--- src/rtl/core/olarm_pkg.sv ---
package olarm_pkg;

    localparam int DATA_W   = 32;
    localparam int STATUS_W = 2;
    localparam int COUNT_W  = 5;

    // Item operation codes.
    localparam logic ACT_APPEND = 1'b0;
    localparam logic ACT_REMOVE = 1'b1;

    // Result status codes.
    localparam logic [STATUS_W-1:0] ST_APPENDED  = 2'd0;
    localparam logic [STATUS_W-1:0] ST_REMOVED   = 2'd1;
    localparam logic [STATUS_W-1:0] ST_NOT_FOUND = 2'd2;
    localparam logic [STATUS_W-1:0] ST_FULL      = 2'd3;

    // Strobes broadcast from the controller to every cell of the row.
    typedef struct packed {
        logic cmp_en;
        logic app_en;
        logic rem_en;
    } cell_ctrl_t;

endpackage

--- src/rtl/core/ordered_list_append_remove_match.sv ---
// Channel | Direction | Handshake            | Fields
// --------+-----------+----------------------+----------------------------
// in      | input     | in_valid / in_stall  | action, item_value
// out     | output    | out_valid / out_stall| status, entry_count
//
// Each item passes through S_IDLE, where the beat is accepted and every
// cell compares its entry with the value at that edge, and S_APPLY, where
// the row appends or closes the gap while the result goes into the output
// register. The apply step waits while a previous result is stalled.
// rst_n clears the count, the controller and the output valid; entries
// need no clearing since only places below the count are ever read.
//
// The list lives in a row of CAPACITY cells, one entry per cell, oldest in
// cell 0. A remove finds the first match through a seen flag that passes
// from each cell to its right neighbor; every cell at or after the first
// match takes the value of its right neighbor, which shifts the tail left
// by one place in a single step. An append writes the cell whose index
// equals the current count.
module ordered_list_append_remove_match
    import olarm_pkg::*;
#(
    parameter int CAPACITY = 16
)
(
    input  logic                     clk,
    input  logic                     rst_n,
    input  logic                     in_valid,
    output logic                     in_stall,
    input  logic                     action,
    input  logic signed [DATA_W-1:0] item_value,
    output logic                     out_valid,
    input  logic                     out_stall,
    output logic [STATUS_W-1:0]      status,
    output logic [COUNT_W-1:0]       entry_count
);

    localparam int CW = $clog2(CAPACITY + 1);
    localparam logic [CW-1:0] CAP = CW'(CAPACITY);

    typedef enum logic
    {
        S_IDLE,
        S_APPLY
    } state_t;

    state_t                   state_reg;
    logic                     action_reg;
    logic signed [DATA_W-1:0] key_reg;
    logic [CW-1:0]            count_reg;
    logic [CW-1:0]            count_next;
    logic                     out_valid_reg;
    logic [STATUS_W-1:0]      status_reg;
    logic [STATUS_W-1:0]      status_next;
    logic [COUNT_W-1:0]       entry_count_reg;
    logic [CW+COUNT_W-1:0]    count_wide;

    logic                     in_accept;
    logic                     out_free;
    logic                     apply;
    logic                     found;
    cell_ctrl_t               ctrl;
    logic signed [DATA_W-1:0] cell_key;

    logic signed [DATA_W-1:0] cell_value [CAPACITY+1];
    logic                     cell_seen  [CAPACITY+1];

    assign in_stall  = (state_reg != S_IDLE);
    assign in_accept = in_valid && !in_stall;
    assign out_free  = !out_valid_reg || !out_stall;
    assign apply     = (state_reg == S_APPLY) && out_free;

    // During the accept edge the cells compare against the incoming value;
    // afterwards they see the held value for an append.
    assign cell_key = (state_reg == S_IDLE) ? item_value : key_reg;

    assign ctrl.cmp_en = in_accept;
    assign ctrl.app_en = apply && (action_reg == ACT_APPEND) && (count_reg != CAP);
    assign ctrl.rem_en = apply && (action_reg == ACT_REMOVE);

    assign cell_seen[0]         = 1'b0;
    assign cell_value[CAPACITY] = '0;
    assign found                = cell_seen[CAPACITY];

    genvar gi;
    generate
        for (gi = 0; gi < CAPACITY; gi++)
        begin : g_cell
            olarm_cell #(
                .INDEX (gi),
                .CW    (CW)
            ) u_cell (
                .clk         (clk),
                .rst_n       (rst_n),
                .ctrl        (ctrl),
                .count       (count_reg),
                .key         (cell_key),
                .right_value (cell_value[gi+1]),
                .seen_in     (cell_seen[gi]),
                .value       (cell_value[gi]),
                .seen_out    (cell_seen[gi+1])
            );
        end
    endgenerate

    always_comb
    begin
        count_next  = count_reg;
        status_next = ST_NOT_FOUND;
        if (action_reg == ACT_APPEND)
        begin
            if (count_reg == CAP)
            begin
                status_next = ST_FULL;
            end
            else
            begin
                status_next = ST_APPENDED;
                count_next  = count_reg + CW'(1);
            end
        end
        else if (found)
        begin
            status_next = ST_REMOVED;
            count_next  = count_reg - CW'(1);
        end
    end

    // The reported count is the occupancy masked to the field width.
    assign count_wide = {{COUNT_W{1'b0}}, count_next};

    always_ff @(posedge clk or negedge rst_n)
    begin
        if (!rst_n)
        begin
            state_reg       <= S_IDLE;
            count_reg       <= '0;
            out_valid_reg   <= 1'b0;
            action_reg      <= ACT_APPEND;
            key_reg         <= '0;
            status_reg      <= ST_APPENDED;
            entry_count_reg <= '0;
        end
        else
        begin
            // A new result takes the output register; otherwise an accepted
            // result leaves it empty.
            if (apply)
            begin
                out_valid_reg <= 1'b1;
            end
            else if (out_valid_reg && !out_stall)
            begin
                out_valid_reg <= 1'b0;
            end
            unique case (state_reg)
                S_IDLE:
                begin
                    if (in_accept)
                    begin
                        action_reg <= action;
                        key_reg    <= item_value;
                        state_reg  <= S_APPLY;
                    end
                end
                S_APPLY:
                begin
                    if (out_free)
                    begin
                        count_reg       <= count_next;
                        status_reg      <= status_next;
                        entry_count_reg <= count_wide[COUNT_W-1:0];
                        state_reg       <= S_IDLE;
                    end
                end
                default:
                begin
                    state_reg <= S_IDLE;
                end
            endcase
        end
    end

    assign out_valid   = out_valid_reg;
    assign status      = status_reg;
    assign entry_count = entry_count_reg;

endmodule

--- src/rtl/core/olarm_cell.sv ---
module olarm_cell
    import olarm_pkg::*;
#(
    parameter int INDEX = 0,
    parameter int CW    = 5
)
(
    input  logic                     clk,
    input  logic                     rst_n,
    input  cell_ctrl_t               ctrl,
    input  logic [CW-1:0]            count,
    input  logic signed [DATA_W-1:0] key,
    input  logic signed [DATA_W-1:0] right_value,
    input  logic                     seen_in,
    output logic signed [DATA_W-1:0] value,
    output logic                     seen_out
);

    localparam logic [CW-1:0] IDX = CW'(INDEX);

    logic signed [DATA_W-1:0] value_reg;
    logic                     match_reg;

    // A match at this place or any earlier one means this cell takes its
    // right neighbor's value when a remove is applied.
    assign seen_out = seen_in | match_reg;
    assign value    = value_reg;

    always_ff @(posedge clk or negedge rst_n)
    begin
        if (!rst_n)
        begin
            match_reg <= 1'b0;
        end
        else if (ctrl.cmp_en)
        begin
            match_reg <= (IDX < count) && (value_reg == key);
        end
    end

    always_ff @(posedge clk)
    begin
        if (ctrl.app_en && (IDX == count))
        begin
            value_reg <= key;
        end
        else if (ctrl.rem_en && seen_out)
        begin
            value_reg <= right_value;
        end
    end

endmodule

--- config.mk ---
export PLATFORM = sky130hd
export DESIGN_NAME = ordered_list_append_remove_match
export DESIGN_NICKNAME = d
export VERILOG_FILES = /design/src/rtl/core/olarm_pkg.sv /design/src/rtl/core/ordered_list_append_remove_match.sv /design/src/rtl/core/olarm_cell.sv
export SDC_FILE = /design/constraint.sdc
export NUM_CORES = 1
export LEC_CHECK = 0
export BUFFER_PORTS_ARGS = -buffer_cell sky130_fd_sc_hd__clkbuf_2
export CELL_PAD_IN_SITES_DETAIL_PLACEMENT = 0
export CELL_PAD_IN_SITES_GLOBAL_PLACEMENT = 1
export CORE_MARGIN = 10
export CORE_UTILIZATION = 37
export CTS_CLUSTER_DIAMETER = 200
export CTS_CLUSTER_SIZE = 25
export DETAILED_ROUTE_END_ITERATION = 8
export PLACE_DENSITY = 0.59
export SLEW_MARGIN = 25
export SYNTH_ARGS = -nofsm -noshare
export SYNTH_HDL_FRONTEND = slang
export SYNTH_SLANG_ARGS = --single-unit
--- constraint.sdc ---
create_clock -name clk -period 6.7 [get_ports clk]
set_input_delay 0.67 -clock clk [delete_from_list [all_inputs] [get_ports clk]]
set_output_delay 0.67 -clock clk [all_outputs]
set_load 0.05 [all_outputs]
## After elaboration in Yosys (flattened, before gate mapping)

Index checks and enable logic that the tools add are counted.
Widths: inputs -> output; s select.

| word-level totals | value |
|---|---|
| bits in registers | 570 |
| output and inout bits | 9 |
| word-level logic and storage cells | 231 |
| input port bits | 37 |

| operators by class | value |
|---|---|
| magnitude comparators | 16 |
| bitwise gates (word level) | 17 |
| muxes and demuxes | 44 |
| reductions and logical operators | 79 |
| add/sub/neg operators | 2 |
| equal/unequal tests | 35 |

Operator list:

| cell | number |
|---|---|
| $mux 32 | 33 |
| $eq 32x32->1 | 16 |
| $logic_and 1x1->1 | 54 |
| $eq 4x5->1 const A | 8 |
| $lt 4x5->1 const A | 8 |
| $reduce_bool 2->1 | 17 |
| $eq 3x5->1 const A | 4 |
| $lt 3x5->1 const A | 4 |
| $mux 5 | 3 |
| $or 1x1->1 | 15 |
| $eq 2x5->1 const A | 2 |
| $lt 1x5->1 const A | 2 |
| $lt 2x5->1 const A | 2 |
| $mux 2 | 3 |
| $add 5x1->5 const B | 1 |
| $eq 1x5->1 const A | 1 |
| $eq 5x5->1 const B | 1 |
| $logic_not 5->1 | 1 |
| $ne 5x5->1 const B | 1 |
| $sub 5x1->5 const B | 1 |
| $mux 1 | 4 |
| $reduce_and 2->1 | 2 |
| $reduce_and 4->1 | 1 |
| $logic_not 1->1 | 3 |
| other kinds (5) | 6 |

## Depth between registers and ports, before layout

| logic depth | value |
|---|---|
| word-level depth | 18 |
| mapped depth | 10 |
| mapped depth without buffers | 7 |

## Cells and area by module

From an unflattened synthesis, not the netlist that was laid out.

| unflattened totals | value |
|---|---|
| cells, all modules | 2,079 |
| area, all modules | 32,095.8 µm² |

Modules (own cells, without submodules):

| module | instances | sequential area each (µm²) | cells an instance | area each (µm²) |
|---|---|---|---|---|
| olarm_cell at g_cell[1].u_cell ... | 2 | 985.9 | 118 | 1,919.3 |
| ordered_list_append_remove_match | 1 | 1,051.0 | 164 | 2,164.6 |
| olarm_cell at g_cell[10].u_cell | 1 | 985.9 | 121 | 1,929.4 |
| olarm_cell at g_cell[2].u_cell | 1 | 985.9 | 120 | 1,928.1 |
| olarm_cell at g_cell[13].u_cell | 1 | 985.9 | 123 | 1,918.1 |
| olarm_cell at g_cell[4].u_cell | 1 | 985.9 | 120 | 1,910.6 |
| olarm_cell at g_cell[14].u_cell | 1 | 985.9 | 120 | 1,900.6 |
| olarm_cell at g_cell[0].u_cell | 1 | 985.9 | 119 | 1,899.3 |
| olarm_cell at g_cell[6].u_cell | 1 | 985.9 | 120 | 1,894.3 |
| olarm_cell at g_cell[11].u_cell | 1 | 985.9 | 122 | 1,893.1 |
| olarm_cell at g_cell[12].u_cell | 1 | 985.9 | 120 | 1,893.1 |
| olarm_cell at g_cell[5].u_cell | 1 | 985.9 | 120 | 1,806.7 |
| olarm_cell at g_cell[9].u_cell | 1 | 985.9 | 118 | 1,804.2 |
| olarm_cell at g_cell[7].u_cell | 1 | 985.9 | 118 | 1,780.5 |
| +2 rows | -- | -- | -- | -- |

## Least setup slack after synthesis

OpenSTA, ideal clock, no wires.

| path | value |
|---|---|
| path type | register to register |
| start | reg state_reg, in the netlist in_stall |
| end | reg g_cell[4].u_cell.value_reg[0] (enable) |
| library setup time | 0.466 ns |
| cell stages (with the launch flop) | 8 |
| arrival time | 4.070 ns |
| required time | 6.234 ns |
| buffers on the path | 4 |
| clock period less this slack | 4.536 ns |
| setup slack | 2.164 ns |
| cell sequence | dfrtp_1 buf_6 buf_4 and2_1 clkbuf_1 nand2_1 clkbuf_1 o21ai_0 |

| on the way | value |
|---|---|
| word-level cells in the longest chain between the ends | 5 |
| elaborated cells between the ends (all ways) | 7 |
| those cells by class | 7 x reduce/logical |

Ends and longest elaborated chain:

| element | RTL line | RTL |
|---|---|---|
| start: declaration | ordered_list_append_remove_match.sv:46 | `state_t state_reg;` |
| start signal: assignment | ordered_list_append_remove_match.sv:135 | `state_reg <= S_IDLE;` |
| start signal: assignment | ordered_list_append_remove_match.sv:162 | `state_reg <= S_APPLY;` |
| start signal: assignment | ordered_list_append_remove_match.sv:172 | `state_reg <= S_IDLE;` |
| $logic_and 1x1->1 * | ordered_list_append_remove_match.sv:70 | `assign apply = (state_reg == S_APPLY) && out_free;` |
| $logic_and 1x1->1 (2 in a row) | ordered_list_append_remove_match.sv:77 | `assign ctrl.app_en = apply && (action_reg == ACT_APPEND) && (count_reg != CAP);` |
| $logic_and 1x1->1 | olarm_cell.sv:43 | `if (ctrl.app_en && (IDX == count))` |
| $reduce_bool 2->1 (no line) * | -- |  |
| end signal: assignment | olarm_cell.sv:45 | `value_reg <= key;` |
| end signal: assignment | olarm_cell.sv:49 | `value_reg <= right_value;` |
| end: declaration | olarm_cell.sv:21 | `logic signed [DATA_W-1:0] value_reg;` |

Every way passes the cells marked *; elsewhere a longest branch is shown, timed or not.
A chain may end at the register's enable or synchronous reset.

## Final worst setup path

| path | value |
|---|---|
| start | reg state_reg, in the netlist in_stall |
| end | reg g_cell[4].u_cell.match_reg |

| on the way | value |
|---|---|
| word-level cells in the longest chain between the ends | 3 |
| elaborated cells between the ends (all ways) | 5 |
| those cells by class | 1 x eq/ne; 1 x mux; 3 x reduce/logical |

Ends and longest elaborated chain:

| element | RTL line | RTL |
|---|---|---|
| $mux 32 | ordered_list_append_remove_match.sv:74 | `assign cell_key = (state_reg == S_IDLE) ? item_value : key_reg;` |
| $eq 32x32->1 | olarm_cell.sv:37 | `match_reg <= (IDX < count) && (value_reg == key);` |
| $logic_and 1x1->1 | olarm_cell.sv:37 |  |
| end signal: assignment | olarm_cell.sv:37 |  |
| end: declaration | olarm_cell.sv:22 | `logic match_reg;` |

Parallel ways exist; a longest one is shown, timed or not.

==> out/results.ini <==
[outcome]
status = finished clean

[worst_setup_path]
crit_arrival_ps = 4640
path_cells = buf_4, mux2i_4, buf_4, xor2_1, nand4_1, a2111oi_0, nand4_1, o41ai_2
critical_path_class = reg2reg
reg2reg_slack_ps = 2590
critPathBufInv = 2
cp-start-kind = flip-flop
required_ps = 7230
crit_family = buffers and inverters
critPathMaxStageDelay_ps = 720
crit_path_max_fanout = 25
critPathCaptureType = flip-flop
cp_slowest_cell = buf_4

[routing]
avgViaCountPerCell = 5.59
ant_nets = 0
wirelength_um = 101000
first_pass_iters = 5
wl_per_cell_um = 27.4
drcViolationCount = 0
vias = 20594
drtIter0Drc = 1948

[clocking]
cts_resized = 0
clockRootBuffer = clkbuf_16
clockBufferDepth = 3
clk_pin_slew_worst_paths_ps = 110
clock_latency_ps = 630
cts_hold_buf = 1
cts_tree = built
post-cts-setup-buffers = 0
cts_max_level = 1
cts.sinks = 570
cts_made_buffers = 26

[place]
portBuffers = 45
place_ws_ps = 2660
dp_hpwl_um = 69400
gp_congestion = 0.863
place_area_sq_um = 31000
dp.cells = 3637

[sta]
max_freq_ghz = 0.243
finalHoldViolCount = 0
setup_ws_ps = 2590
slew_viol_final = 0
finalCriticalPeriod_ps = 4110
timing.final.setup_violations = 0
fin_tns_setup_ps = 0
post-route-period-util_pct = 61.4
slew_headroom_pct = 34.4
tightest_slew_ps = 984
finClkSkew_ps = 24.9
rsz0062_at_grt = false

[global_route]
overflow = 0
grt_pass1_vias = 20891
grt_max_degree = 66
antenna_found_initial = 1
grt_pass1_wl_um = 147000
grt.total_usage_pct = 21.7

[yosys]
synthMuxAreaShare_pct = 3.45
synth_compound_area_share_pct = 9.42
synthAdderAreaFrac_pct = 0.211
ys_ff_latch = 570
seq_area_frac_synth_pct = 56.7
syn_area_sq_um = 29700
postSynthCellCount = 2686
synth-xor-area-share_pct = 15.2
ys_warn_count = 0
synth_top_family_by_area = XOR/XNOR gates
synth-simple-area-share_pct = 11.4
synth_nets = 2728
synth-edff-count = 512
ys.flop_type = edfxtp_1
synthDistinctLibCells = 46
syn_area_per_cell_sq_um = 11.0
async_flop_share_pct = 10.2

[finish]
postLayoutCellArea_sq_um = 31700
areaGrowthSynthToFinish_pct = 7.03
largest_register_ffs = 512
final_cells = 3685
antennaDiodeCount = 0
drive_gt1_share_pct = 9.60
num-fill-cells = 7834
nets = 2658

[floorplan]
die_area_sq_um = 91900
start_util_pct = 37.4
io-pin-count = 46
die_w_um = 303
fp.dieH_um = 303
core-area_sq_um = 79300
rows = 103

[power_and_ir_drop]
p_leak_uw = 0.0111
finalPower_uw = 8160
peakVddDrop_v = 0.000193
power_density_nw_per_um2 = 257

[worst_hold_path]
min_path_type = in2reg

[run]
maxCapViolations = 0

-- stage by stage --
step | hold slack [ps] | util [%]
after floorplan | 374 | -
after global placement | 483 | 39.1
after detailed placement | 488 | 39.1
after CTS | 263 | 40.0
after global routing | 272 | 40.1
final | 279 | 40.1
-- routing by layer --
layer | track usage [%] | part of all wire [%]
met3 | 2.03 | 4.6
met2 | 37.4 | 49
met4 | 6.49 | 3.3
met5 | 0 | 0
met1 | 28.7 | 43
-- report_power, final --
part           leakage (uW)  switching, uW  total [uW]  internal (uW)
Combinational       0.00536           1520        2150            632
Clock              0.000355           1190        1960            767
Sequential          0.00536            125        4050           3930
Total                0.0111           2830        8160           5330
-- synthesized netlist by cell type (5+ instances only) --
library cell  number  area share, %
xor2_1           317            9.4
buf_1             27           0.34
ha_1               5           0.21
a21oi_1          230            3.9
buf_2             48           0.81
inv_1              5          0.063
and2_1             6           0.13
xnor2_1          198            5.8
clkbuf_1         119            1.5
o41ai_1            5           0.15
nand4_1           90            1.9
nand3_1           16           0.27
dfrtp_1           58            4.9
nor3_1            21           0.35
mux2i_2            9           0.42
edfxtp_1         512             52
o21bai_1           6           0.15
nor4_1            63            1.3
o21ai_0          268            4.5
buf_4             26           0.66
nand2_1          285            3.6
buf_6              6           0.23
a2111oi_0          5           0.15
mux2_2            33            1.3
mux2i_4           23            1.7
nor2_1           272            3.4
-- layout by cell type (no fill, tap or decap), drive strengths merged, types with 2 or more instances in the layout --
| master | n |
|---|---|
| o41ai | 7 |
| nand3 | 16 |
| mux2i | 33 |
| nor4 | 64 |
| a21oi | 230 |
| a22o | 2 |
| o21ai | 270 |
| edfxtp | 512 |
| a32o | 4 |
| clkbuf | 90 |
| nand4 | 90 |
| mux2 | 33 |
| dfrtp | 58 |
| nand2 | 285 |
| inv | 5 |
| xor2 | 317 |
| or4 | 4 |
| and2 | 7 |
| a31oi | 4 |
| a2111oi | 5 |
| buf | 83 |
| nor3 | 21 |
| ha | 5 |
| nand2b | 2 |
| nor2 | 272 |
| a211oi | 2 |
| xnor2 | 198 |
| o21bai | 6 |
-- cell type report --
class / instances / area (sq um) / share of cell area [%]
Inverter: 5 / 18.8 / 0.0591
Clock inverter: 1 / 7.51 / 0.0236
Tap cell: 1050 / 1310 / 4.14
Clock buffer: 46 / 747 / 2.35
Timing Repair Buffer: 128 / 878 / 2.77
Sequential cell: 570 / 16800 / 53.0
Multi-Input combinational cell: 1885 / 12000 / 37.6
-- final timing paths --
| kind | endpoint | from | cells after the start |
|---|---|---|---|
| setup reg to reg | g_cell[4].u_cell.match_reg | in_stall | 8 |
| hold reg to reg | g_cell[6].u_cell.match_reg | g_cell[6].u_cell.match_reg | 1 |
| hold / removal | action_reg | action | 2 |
| max in group asynchronous | in_stall | rst_n | 3 |
| min in group asynchronous | key_reg[23] | rst_n | 2 |
| setup / recovery | g_cell[4].u_cell.match_reg | in_stall | 8 |
-- cell families (layout without fill, tap and decap cells) --
group                      after synthesis  after routing
AOI/OAI and AO/OA                      534            534
xor gates and xnor gates               515            515
muxes                                   66             66
adders and majority gates                5              5
DFF                                    570            570
and+or+nand+nor                        765            765
buffers and inverters                  231            180
Note: power is estimated with default switching activity, not from simulation.
